<file path="src/rtl/core/u8dec_pkg.sv">
// Shared types and constants for the UTF-8 validating decoder.
// No dependencies; compiled first.
package u8dec_pkg;

  localparam int BYTE_W = 8;
  localparam int CP_W   = 21;
  localparam int USED_W = 3;
  localparam int LEN_W  = 3;
  localparam int HELD_W = 2;
  localparam int CNT_W  = 2;

  // Sequence length codes (LEN_NONE: no sequence open)
  localparam logic [LEN_W-1:0] LEN_NONE = 3'd0;
  localparam logic [LEN_W-1:0] LEN_2    = 3'd2;
  localparam logic [LEN_W-1:0] LEN_3    = 3'd3;
  localparam logic [LEN_W-1:0] LEN_4    = 3'd4;

  localparam logic [USED_W-1:0] USED_ONE = 3'd1;

  // Code point limits
  localparam logic [CP_W-1:0] CP_MIN2    = 21'h000080;
  localparam logic [CP_W-1:0] CP_MIN3    = 21'h000800;
  localparam logic [CP_W-1:0] CP_MIN4    = 21'h010000;
  localparam logic [CP_W-1:0] CP_MAX     = 21'h10FFFF;
  localparam logic [CP_W-1:0] CP_SURR_LO = 21'h00D800;
  localparam logic [CP_W-1:0] CP_SURR_HI = 21'h00DFFF;

  // Results caused by one input byte: some 1-byte invalids, then an optional final result
  typedef struct packed {
    logic [CNT_W-1:0]  inv_cnt;
    logic              fin_pres;
    logic [CP_W-1:0]   fin_cp;
    logic              fin_valid;
    logic [USED_W-1:0] fin_used;
  } u8dec_burst_t;

endpackage

</file>
<file path="src/rtl/core/u8dec_if.sv">
// Valid/ready channel interfaces for the decoder's byte input and result output.
// Depends on u8dec_pkg.
interface u8dec_in_if import u8dec_pkg::*; ();
  logic              valid;
  logic              ready;
  logic [BYTE_W-1:0] text_byte;
  logic              end_of_text;

  modport source (output valid, output text_byte, output end_of_text, input ready);
  modport sink (input valid, input text_byte, input end_of_text, output ready);
endinterface

interface u8dec_out_if import u8dec_pkg::*; ();
  logic              valid;
  logic              ready;
  logic [CP_W-1:0]   code_point;
  logic              valid_res;
  logic [USED_W-1:0] bytes_used;
  logic              run_last;

  modport source (output valid, output code_point, output valid_res, output bytes_used,
                  output run_last, input ready);
  modport sink (input valid, input code_point, input valid_res, input bytes_used,
                input run_last, output ready);
endinterface

</file>
<file path="src/rtl/core/utf8_validating_decoder_core.sv">
// Top level of the UTF-8 validating decoder: config register, decode, result register.
// Depends on u8dec_pkg, u8dec_if, u8dec_decode, u8dec_burst.
//
//   channel   dir   payload                                        handshake
//   in_ch     in    text_byte[7:0], end_of_text                    valid/ready
//   out_ch    out   code_point[20:0], valid_res, bytes_used[2:0],  valid/ready
//                   run_last
//   cfg       in    cfg_wr_data (drop_invalid)                     cfg_wr_en
//
// One byte per cycle while no results are pending; a byte's first result appears
// the cycle after it is taken. The burst result register holds the input until a
// byte's last result is taken (up to 4 results); bytes that cause none do not hold it.
// rst is synchronous, active high; it closes any open sequence and clears drop_invalid.
// A stall on out_ch holds the current result and stops input.
module utf8_validating_decoder_core import u8dec_pkg::*; (
  input  logic     clk,
  input  logic     rst,
  u8dec_in_if.sink  in_ch,
  u8dec_out_if.source out_ch,
  input  logic     cfg_wr_en,
  input  logic     cfg_wr_data
);

  logic         drop_invalid;
  logic         accept;
  logic         in_ready;
  u8dec_burst_t burst;

  // Configuration register
  always_ff @(posedge clk) begin
    if (rst) begin
      drop_invalid <= 1'b0;
    end else if (cfg_wr_en) begin
      drop_invalid <= cfg_wr_data;
    end
  end

  assign in_ch.ready = in_ready;
  assign accept      = in_ch.valid && in_ready;

  u8dec_decode u_decode (
    .clk          (clk),
    .rst          (rst),
    .accept       (accept),
    .text_byte    (in_ch.text_byte),
    .end_of_text  (in_ch.end_of_text),
    .drop_invalid (drop_invalid),
    .burst        (burst)
  );

  u8dec_burst u_burst (
    .clk        (clk),
    .rst        (rst),
    .load       (accept),
    .burst      (burst),
    .out_ready  (out_ch.ready),
    .out_valid  (out_ch.valid),
    .code_point (out_ch.code_point),
    .valid_res  (out_ch.valid_res),
    .bytes_used (out_ch.bytes_used),
    .run_last   (out_ch.run_last),
    .in_ready   (in_ready)
  );

endmodule

</file>
<file path="src/rtl/core/u8dec_decode.sv">
// Sequence state and per-byte decode: turns one accepted byte into a result burst.
// Depends on u8dec_pkg.
module u8dec_decode import u8dec_pkg::*; (
  input  logic              clk,
  input  logic              rst,
  input  logic              accept,
  input  logic [BYTE_W-1:0] text_byte,
  input  logic              end_of_text,
  input  logic              drop_invalid,
  output u8dec_burst_t      burst
);

  logic [LEN_W-1:0]  seq_len, seq_len_next;
  logic [HELD_W-1:0] held, held_next;
  logic [CP_W-1:0]   pv, pv_next;

  logic [CP_W-1:0]   pv_shift;
  logic [HELD_W-1:0] held_inc;
  logic [CP_W-1:0]   cp_min;
  logic              cp_ok;
  logic              lead_en;
  logic [LEN_W-1:0]  lead_len;
  logic [CP_W-1:0]   lead_val;
  logic [CNT_W-1:0]  flush_cnt;
  logic              fin_pres;
  logic [CP_W-1:0]   fin_cp;
  logic              fin_valid;
  logic [USED_W-1:0] fin_used;

  assign pv_shift = {pv[CP_W-7:0], text_byte[5:0]};
  assign held_inc = held + 2'd1;

  // Range check of a completed sequence
  always_comb begin
    case (seq_len)
      LEN_2:   cp_min = CP_MIN2;
      LEN_3:   cp_min = CP_MIN3;
      default: cp_min = CP_MIN4;
    endcase
    cp_ok = (pv_shift >= cp_min) && (pv_shift <= CP_MAX) &&
            !((pv_shift >= CP_SURR_LO) && (pv_shift <= CP_SURR_HI));
  end

  // Lead byte classification
  always_comb begin
    lead_len = LEN_NONE;
    lead_val = '0;
    if (text_byte[7:5] == 3'b110) begin
      lead_len = LEN_2;
      lead_val = {16'd0, text_byte[4:0]};
    end else if (text_byte[7:4] == 4'b1110) begin
      lead_len = LEN_3;
      lead_val = {17'd0, text_byte[3:0]};
    end else if (text_byte[7:3] == 5'b11110) begin
      lead_len = LEN_4;
      lead_val = {18'd0, text_byte[2:0]};
    end
  end

  // Next state and result burst
  always_comb begin
    seq_len_next = seq_len;
    held_next    = held;
    pv_next      = pv;
    flush_cnt    = '0;
    lead_en      = 1'b0;
    fin_pres     = 1'b0;
    fin_cp       = '0;
    fin_valid    = 1'b0;
    fin_used     = USED_ONE;

    if (seq_len == LEN_NONE) begin
      lead_en = 1'b1;
    end else if (text_byte[7:6] == 2'b10) begin
      if (({1'b0, held_inc} >= seq_len) || (held_inc == '0)) begin
        // sequence complete
        fin_pres     = 1'b1;
        fin_cp       = pv_shift;
        fin_valid    = cp_ok;
        fin_used     = seq_len;
        seq_len_next = LEN_NONE;
        held_next    = '0;
        pv_next      = '0;
      end else if (end_of_text) begin
        // cut off: every held byte plus this one goes out invalid
        flush_cnt    = held_inc;
        seq_len_next = LEN_NONE;
        held_next    = '0;
        pv_next      = '0;
      end else begin
        held_next = held_inc;
        pv_next   = pv_shift;
      end
    end else begin
      // bad continuation: flush held bytes, restart on this byte
      flush_cnt    = held;
      seq_len_next = LEN_NONE;
      held_next    = '0;
      pv_next      = '0;
      lead_en      = 1'b1;
    end

    if (lead_en) begin
      if (!text_byte[7]) begin
        fin_pres  = 1'b1;
        fin_valid = 1'b1;
        fin_cp    = {13'd0, text_byte};
      end else if (lead_len == LEN_NONE || end_of_text) begin
        fin_pres = 1'b1;
      end else begin
        seq_len_next = lead_len;
        held_next    = 2'd1;
        pv_next      = lead_val;
      end
    end

    if (!fin_valid) begin
      fin_cp = '0;
    end
    if (drop_invalid) begin
      flush_cnt = '0;
      if (!fin_valid) begin
        fin_pres = 1'b0;
      end
    end
  end

  assign burst = '{inv_cnt: flush_cnt, fin_pres: fin_pres, fin_cp: fin_cp,
                   fin_valid: fin_valid, fin_used: fin_used};

  // State registers
  always_ff @(posedge clk) begin
    if (rst) begin
      seq_len <= LEN_NONE;
      held    <= '0;
      pv      <= '0;
    end else if (accept) begin
      seq_len <= seq_len_next;
      held    <= held_next;
      pv      <= pv_next;
    end
  end

`ifndef SYNTHESIS
  a_eot_closes: assert property (@(posedge clk) disable iff (rst)
    accept && end_of_text |=> seq_len == LEN_NONE)
    else $error("sequence left open after end of text");
  a_held_range: assert property (@(posedge clk) disable iff (rst)
    seq_len != LEN_NONE |-> held != '0 && {1'b0, held} < seq_len)
    else $error("held byte count out of range for open sequence");
  a_idle_clear: assert property (@(posedge clk) disable iff (rst)
    seq_len == LEN_NONE |-> held == '0 && pv == '0)
    else $error("state not cleared with no sequence open");
`endif

endmodule

</file>
<file path="src/rtl/core/u8dec_burst.sv">
// Result register: holds a byte's result burst, issuing one result per cycle of out_ready.
// Depends on u8dec_pkg.
module u8dec_burst import u8dec_pkg::*; (
  input  logic              clk,
  input  logic              rst,
  input  logic              load,
  input  u8dec_burst_t      burst,
  input  logic              out_ready,
  output logic              out_valid,
  output logic [CP_W-1:0]   code_point,
  output logic              valid_res,
  output logic [USED_W-1:0] bytes_used,
  output logic              run_last,
  output logic              in_ready
);

  logic [CNT_W-1:0]  inv_cnt;
  logic              fin_pres;
  logic [CP_W-1:0]   fin_cp;
  logic              fin_valid;
  logic [USED_W-1:0] fin_used;
  logic              busy;
  logic              cur_inv;
  logic              step;

  assign busy    = (inv_cnt != '0) || fin_pres;
  assign cur_inv = (inv_cnt != '0);
  assign step    = busy && out_ready;

  // Current result: pending 1-byte invalids first, then the final one
  assign out_valid  = busy;
  assign code_point = cur_inv ? '0 : fin_cp;
  assign valid_res  = cur_inv ? 1'b0 : fin_valid;
  assign bytes_used = cur_inv ? USED_ONE : fin_used;
  assign run_last   = cur_inv ? ((inv_cnt == 2'd1) && !fin_pres) : 1'b1;

  // Take a new item when empty or as the last result leaves
  assign in_ready = !busy || (out_ready && run_last);

  always_ff @(posedge clk) begin
    if (rst) begin
      inv_cnt  <= '0;
      fin_pres <= 1'b0;
    end else if (load) begin
      inv_cnt  <= burst.inv_cnt;
      fin_pres <= burst.fin_pres;
    end else if (step) begin
      if (cur_inv) begin
        inv_cnt <= inv_cnt - 2'd1;
      end else begin
        fin_pres <= 1'b0;
      end
    end
  end

  // Payload of the final result
  always_ff @(posedge clk) begin
    if (load) begin
      fin_cp    <= burst.fin_cp;
      fin_valid <= burst.fin_valid;
      fin_used  <= burst.fin_used;
    end
  end

`ifndef SYNTHESIS
  a_stall_blocks: assert property (@(posedge clk) disable iff (rst)
    busy && !out_ready |-> !in_ready)
    else $error("input taken while a result is stalled");
  a_burst_continues: assert property (@(posedge clk) disable iff (rst)
    step && !run_last |=> busy)
    else $error("burst ended before its last result");
  a_invalid_zero: assert property (@(posedge clk) disable iff (rst)
    out_valid && !valid_res |-> code_point == '0)
    else $error("invalid result carries a nonzero code point");
`endif

endmodule
</file>
<file path="src/flat_wrapper.sv">
// flat-port wrapper written by rule: the top's interface ports become plain ports
module utf8_validating_decoder_core_flat import u8dec_pkg::*;
  (clk, rst, cfg_wr_en, cfg_wr_data, in_ch_valid, in_ch_text_byte, in_ch_end_of_text, in_ch_ready, out_ch_valid, out_ch_code_point, out_ch_valid_res, out_ch_bytes_used, out_ch_run_last, out_ch_ready);
  u8dec_in_if in_ch_i ();
  u8dec_out_if out_ch_i ();
  input  logic clk;
  input  logic rst;
  input  logic cfg_wr_en;
  input  logic cfg_wr_data;
  input wire logic [$bits(in_ch_i.valid)-1:0] in_ch_valid;
  input wire logic [$bits(in_ch_i.text_byte)-1:0] in_ch_text_byte;
  input wire logic [$bits(in_ch_i.end_of_text)-1:0] in_ch_end_of_text;
  output wire logic [$bits(in_ch_i.ready)-1:0] in_ch_ready;
  output wire logic [$bits(out_ch_i.valid)-1:0] out_ch_valid;
  output wire logic [$bits(out_ch_i.code_point)-1:0] out_ch_code_point;
  output wire logic [$bits(out_ch_i.valid_res)-1:0] out_ch_valid_res;
  output wire logic [$bits(out_ch_i.bytes_used)-1:0] out_ch_bytes_used;
  output wire logic [$bits(out_ch_i.run_last)-1:0] out_ch_run_last;
  input wire logic [$bits(out_ch_i.ready)-1:0] out_ch_ready;
  assign in_ch_i.valid = in_ch_valid;
  assign in_ch_i.text_byte = in_ch_text_byte;
  assign in_ch_i.end_of_text = in_ch_end_of_text;
  assign in_ch_ready = in_ch_i.ready;
  assign out_ch_valid = out_ch_i.valid;
  assign out_ch_code_point = out_ch_i.code_point;
  assign out_ch_valid_res = out_ch_i.valid_res;
  assign out_ch_bytes_used = out_ch_i.bytes_used;
  assign out_ch_run_last = out_ch_i.run_last;
  assign out_ch_i.ready = out_ch_ready;
  utf8_validating_decoder_core u_core (.clk(clk), .rst(rst), .in_ch(in_ch_i), .out_ch(out_ch_i), .cfg_wr_en(cfg_wr_en), .cfg_wr_data(cfg_wr_data));
endmodule
</file>
<file path="config.mk">
export PLATFORM = sky130hd
export DESIGN_NAME = utf8_validating_decoder_core_flat
export DESIGN_NICKNAME = d
export VERILOG_FILES = /design/src/rtl/core/u8dec_pkg.sv /design/src/rtl/core/u8dec_if.sv /design/src/rtl/core/utf8_validating_decoder_core.sv /design/src/rtl/core/u8dec_decode.sv /design/src/rtl/core/u8dec_burst.sv /design/src/flat_wrapper.sv
export SDC_FILE = /design/constraint.sdc
export NUM_CORES = 1
export LEC_CHECK = 0
export BUFFER_PORTS_ARGS = -buffer_cell sky130_fd_sc_hd__buf_2
export CORE_UTILIZATION = 62
export CTS_BUF_LIST = sky130_fd_sc_hd__clkbuf_8
export CTS_CLUSTER_SIZE = 28
export DETAILED_ROUTE_END_ITERATION = 7
export GPL_ROUTABILITY_DRIVEN = 0
export PLACE_DENSITY = 0.87
export SYNTH_ARGS = -nofsm -noshare
export SYNTH_HDL_FRONTEND = slang
export SYNTH_SLANG_ARGS = --single-unit
</file>
<file path="constraint.sdc">
create_clock -name clk -period 5.2 [get_ports clk]
set_input_delay 1.04 -clock clk [delete_from_list [all_inputs] [get_ports clk]]
set_output_delay 1.04 -clock clk [all_outputs]
set_load 0.01 [all_outputs]
</file>
==> impl_metrics.csv, run 1 <==
group,metric,value,unit
outcome,status,"finished clean",
layout,fin_util,75.1,%
floorplanning,pin_count,43,
clock_network,htreeDepth,2,
synthesis,syn_avg_cell_area,10.8,um^2
pwr,ir_worst_vdd,0.356,mV
placement,portBuffers,42,
placement,hpwlAfterDp,3390,um
clock_network,clk_path_buf_depth,2,
synthesis,synth_top_area_share,30.3,%
setup_path,cp.arrival,1.95,ns
floorplanning,die_w,65.2,um
layout,nets,293,
floorplanning,core-area,3740,um^2
timing,tightest_slew,0.726,ns
clock_network,clock_latency,0.29,ns
setup_path,cp_data_required_time,4.16,ns
timing,rsz0062_at_grt,"false",
drt,antenna_left,0,
setup_path,start_kind,"flip-flop",
timing,skew,0.00553,ns
pwr,power,1.16,mW
layout,final_cells,319,
timing,period_needed,2.99,ns
synthesis,yosys-top-cells-area,"edfxtp_1, dfxtp_1, and2_1",
floorplanning,die_y,65.2,um
clock_network,root_buffer,"clkbuf_8",
pwr,leakagePower,1.14,nW
timing,finalSetupTns,0,ns
clock_network,postCtsHoldBufs,0,
layout,fin_area,2810,um^2
pwr,powerDensity,411,nW/um^2
layout,areaGrowthSynthToFinish,13.4,%
clock_network,clkSlewWorstSetupHoldPaths,0.08,ns
placement,place_area,2700,um^2
timing,whs,0.516,ns
global_routing,grt_pass1_vias,1645,
synthesis,ys.flop_type,"edfxtp_1",
min_path,hp-class,"reg2reg",
synthesis,syn_inst,229,
setup_path,crit_type,"reg2out",
synthesis,ys_ff_latch,49,
floorplanning,start_util,66.2,%
synthesis,synth_warnings,0,
timing,hold_viol,0,
clock_network,numClockSinks,49,
clock_network,cts_setup_buffers,0,
drt,avgRoutedWirePerCell,14.5,um
timing,setup_slack,2.21,ns
clock_network,tritoncts,"done",
clock_network,numCtsBuffers,5,
global_routing,gr-usage-all-layers,23.9,%
floorplanning,dieArea,4260,um^2
placement,place_worst_setup_slack,2.38,ns
timing,drv_slew,0,
synthesis,synth_edf_count,25,
floorplanning,num_rows,22,
synthesis,synth.yosys.seq_area_share,49.6,%
drt,first_pass_iters,4,
placement,dp_cells,311,
synthesis,synthArstFlopShare,0,%
drt,drtIter0Drc,65,
synthesis,synth_fp_nets,252,
global_routing,grt_pass1_wl,7700,um
timing,slew_headroom,51.6,%
setup_path,path_max_fanout,29,
drt,num_vias,1864,
layout,fill_cells,268,
setup_path,cp-end-kind,"primary output",
timing,fin_crit_sh,57.5,%
layout,antenna_cells,0,
global_routing,grt_antenna_before_repair,0,
synthesis,syn_area,2480,um^2
timing,finalSetupViolations,0,
global_routing,grt_max_degree,30,
setup_path,r2r_setup_slack,2.54,ns
synthesis,synth.distinct_cells,49,
synthesis,synth_area_leader_cell,"edfxtp_1",
drt,totalWireLength,4640,um
layout,drive_above_1_share,26.2,%
job,maxCapViolations,0,
timing,max_freq,335,MHz
clock_network,cts_resized,0,
drt,viasPerCell,5.84,
drt,drc,0,
global_routing,grt_overflow,0,
==> routing by layer <==
metal,track usage [%],share of wire (%)
met4,10.6,2.3
met1,31.8,44
met5,0,0
met2,38.1,47
met3,4.34,7.3
==> critical path, cell delays in order, from the launching register on <==
cell and delay [ns]:
dfxtp_1 0.34, inv_1 0.08, ha_1 0.60, a21oi_1 0.11
o21ai_2 0.32, buf_2 0.20
==> cell type report <==
type	count	area, um^2	share of cell area (%)
Tap cell	48	60.1	2.14
Sequential cell	49	1230	43.8
Clock inverter	2	33.8	1.20
Inverter	14	52.6	1.87
Clock buffer	6	82.6	2.94
Timing Repair Buffer	43	218	7.74
Multi-Input combinational cell	157	1130	40.3
==> power breakdown <==
part	internal [mW]	leakage (nW)	total (mW)	switching (mW)
Sequential	0.478	0.437	0.494	0.0165
Clock	0.155	0.0626	0.269	0.114
Combinational	0.160	0.640	0.393	0.232
Total	0.793	1.14	1.16	0.363
==> Yosys cell counts (all sizes together), types with 6 or more instances <==
| cell | number |
|---|---|
| edfxtp | 25 |
| inv | 14 |
| a21boi | 6 |
| nor2 | 12 |
| buf | 6 |
| o21ai | 9 |
| ha | 8 |
| dfxtp | 24 |
| a21oi | 6 |
| nand2 | 13 |
| nand2b | 8 |
| a22o | 14 |
| and2 | 40 |
==> flip-flops by register name (all words and copies together) (netlist names) <==
register,flops
u_core.drop_invalid,1
u_core.u_burst.fin_cp,21
u_core.u_burst.fin_pres,1
u_core.u_burst.fin_used,3
u_core.u_burst.fin_valid,1
u_core.u_burst.inv_cnt,2
u_core.u_decode.held,2
u_core.u_decode.pv,15
u_core.u_decode.seq_len,3
==> path summary, 6_finish.rpt <==
kind | start | endpoint | cells past startpoint
worst min-delay path | u_core.u_burst.inv_cnt[1] | u_core.u_burst.inv_cnt[1] | 2
worst max-delay path | u_core.u_burst.inv_cnt[0] | in_ch_ready | 5
worst min register to register | u_core.u_burst.inv_cnt[1] | u_core.u_burst.inv_cnt[1] | 2
worst max register to register | u_core.u_decode.held[0] | u_core.u_burst.fin_cp[9] | 7
==> cells in the final DEF, fill, tap and decap left out, types with 12 or more instances in the layout <==
| cell | netlist | routed |
|---|---|---|
| edfxtp_1 | 25 | 25 |
| nor2_1 | 12 | 12 |
| inv_1 | 14 | 15 |
| and2_1 | 33 | 33 |
| nand2_1 | 12 | 12 |
| dfxtp_1 | 24 | 24 |
| a22o_1 | 14 | 14 |
| buf_2 | 4 | 42 |
==> cell families (layout without fill, tap and decap cells) <==
logic type | count (synthesis) | in the layout | share of synthesized area [%]
simple gates | 93 | 93 | 22.1
buf+inv | 23 | 65 | 4.64
flops | 49 | 49 | 49.6
compound gates | 55 | 55 | 19.1
fa+ha+maj | 8 | 8 | 4.04
mux | 1 | 1 | 0.404
Power figures use the tool's default switching activity.
==> run 2: changes to the inputs <==
Settings changed: CORE_UTILIZATION 62 to 58, PLACE_DENSITY 0.87 to 0.82.
Clock period 5.2 ns to 2.85 ns, I/O delays scaled along.
==> run 2 against run 1 <==
  * Flip-flop and latch count is the same
  * Worst hold slack got worse by 0.010 ns
  * Combinational power up 82%
  * Design area rose by 0.40%
  * Highest routed layer unchanged
==> impl_metrics.csv, run 2 (synthesis results as in run 1) <==
group,metric,value,unit
setup_path,cp.arrival,2.64,ns
floorplanning,num_rows,23,
global_routing,grt_antenna_before_repair,0,
placement,place_area,2710,um^2
global_routing,grt_overflow,0,
layout,drive_above_1_share,26.7,%
drt,avgRoutedWirePerCell,14.3,um
outcome,status,"finished clean",
pwr,leakagePower,1.14,nW
floorplanning,start_util,61.1,%
clock_network,numCtsBuffers,5,
clock_network,postCtsHoldBufs,0,
setup_path,slowest_delay,0.48,ns
timing,max_freq,385,MHz
global_routing,grt_pass1_wl,7500,um
layout,largest_reg_flops,21,
placement,hpwlAfterDp,3490,um
floorplanning,dieArea,4540,um^2
timing,period_needed,2.60,ns
drt,antenna_left,0,
timing,fin_crit_sh,91.2,%
drt,drc,0,
timing,whs,0.505,ns
timing,hold_viol,0,
clock_network,cts_resized,0,
timing,finalSetupTns,0,ns
setup_path,crit_slowest_cell,"a311o_2",
clock_network,root_buffer,"clkbuf_8",
layout,fin_util,69.6,%
layout,final_cell_mix,"buf_2, and2_1, edfxtp_1",
drt,viasPerCell,5.59,
floorplanning,core-area,4060,um^2
floorplanning,die_w,67.4,um
drt,drtIter0Drc,141,
job,maxCapViolations,0,
setup_path,cp_num_buf_inv,1,
layout,nets,295,
clock_network,clkSlewWorstSetupHoldPaths,0.08,ns
pwr,powerDensity,741,nW/um^2
drt,first_pass_iters,4,
global_routing,grt_busiest_layer,"met2",
min_path,hp-class,"reg2reg",
clock_network,clk_path_buf_depth,2,
timing,tightest_slew,0.761,ns
timing,drv_slew,0,
setup_path,cp_data_required_time,2.89,ns
timing,setup_slack,0.250,ns
clock_network,htreeDepth,2,
timing,rsz0062_at_grt,"false",
global_routing,gr-usage-all-layers,22.7,%
timing,slew_headroom,49.3,%
setup_path,path_max_fanout,11,
setup_path,cp-end-kind,"flip-flop",
global_routing,grt_max_degree,30,
layout,fin_area,2820,um^2
placement,portBuffers,42,
global_routing,grt_util_met1,28.4,%
setup_path,crit_type,"reg2reg",
global_routing,grt_pass1_vias,1584,
layout,reg.largest.list,"u_core.u_burst.fin_cp: 21 flops, u_core.u_decode.pv: 15 flops",
layout,regMostFlops,"u_core.u_burst.fin_cp",
layout,areaGrowthSynthToFinish,13.8,%
clock_network,tritoncts,"done",
placement,place_worst_setup_slack,0.268,ns
global_routing,grt_util_met2,37.5,%
setup_path,start_kind,"flip-flop",
global_routing,grtUsageMet3,4.39,%
clock_network,clock_latency,0.29,ns
floorplanning,die_y,67.4,um
layout,mostFrequentLayoutCell,"buf_2",
setup_path,crit_chain,"inv_1 > nor2_1 > nand2_1 > ha_1 > nor4bb_1 > and4_1 > o41ai_2 > a311o_2 > o22ai_4",
floorplanning,pin_count,43,
timing,skew,0.00453,ns
clock_network,cts_setup_buffers,0,
drt,totalWireLength,4610,um
setup_path,crit_family,"compound AO/OA/AOI/OAI gates",
layout,antenna_cells,0,
drt,num_vias,1807,
clock_network,numClockSinks,49,
pwr,ir_worst_vdd,0.518,mV
timing,finalSetupViolations,0,
## run 2: cell count changes in the layout (fill, tap and decap cells not counted), sizes merged
cell      change
buf           +2
clkbuf        -1
clkinv        +1
clkinvlp      +1
inv           -1
## run 2: cell type report
class	instances	area (um^2)
Tap cell	50	62.6
Sequential cell	49	1230
Clock buffer	5	68.8
Inverter	14	52.6
Clock inverter	3	41.3
Fill cell	312	1230
Timing Repair Buffer	45	233
Multi-Input combinational cell	157	1130
## run 2: tightest hold or removal path: stages, from the launching register on
cell and delay (ns):
dfxtp_1 0.31, inv_1 0.08, a211oi_1 0.07
## run 2: worst paths after layout
path	startpoint	end	slack, ns	depth (start not counted)
max	u_core.u_decode.seq_len[1]	u_core.u_burst.fin_cp[6]	0.25	9
min	u_core.u_burst.inv_cnt[1]	u_core.u_burst.inv_cnt[1]	0.51	2
max reg2reg	u_core.u_decode.seq_len[1]	u_core.u_burst.fin_cp[6]	0.25	9
min reg2reg	u_core.u_burst.inv_cnt[1]	u_core.u_burst.inv_cnt[1]	0.51	2
## run 2: routing by layer
metal  vias up  wire length [um]
met4         0               119
met2        39              2200
li1        922                 -
met3        11               160
met1       835              2130
met5         -                 0
## run 2: power by group
group / total [mW] / internal (mW) / switching (mW) / leakage, nW
sequential: 0.901 / 0.872 / 0.0288 / 0.437
clock: 0.475 / 0.258 / 0.217 / 0.0518
combinational: 0.715 / 0.292 / 0.423 / 0.651
total: 2.09 / 1.42 / 0.669 / 1.14
## run 2: metrics by stage
| step | total power [mW] | std cells |
|---|---|---|
| finish | 2.09 | 323 |
| global route | 2.24 | 323 |
| global placement | 1.62 | 315 |
| CTS | 2.11 | 323 |
| floorplan | 1.39 | 229 |
| detailed placement | 1.64 | 315 |
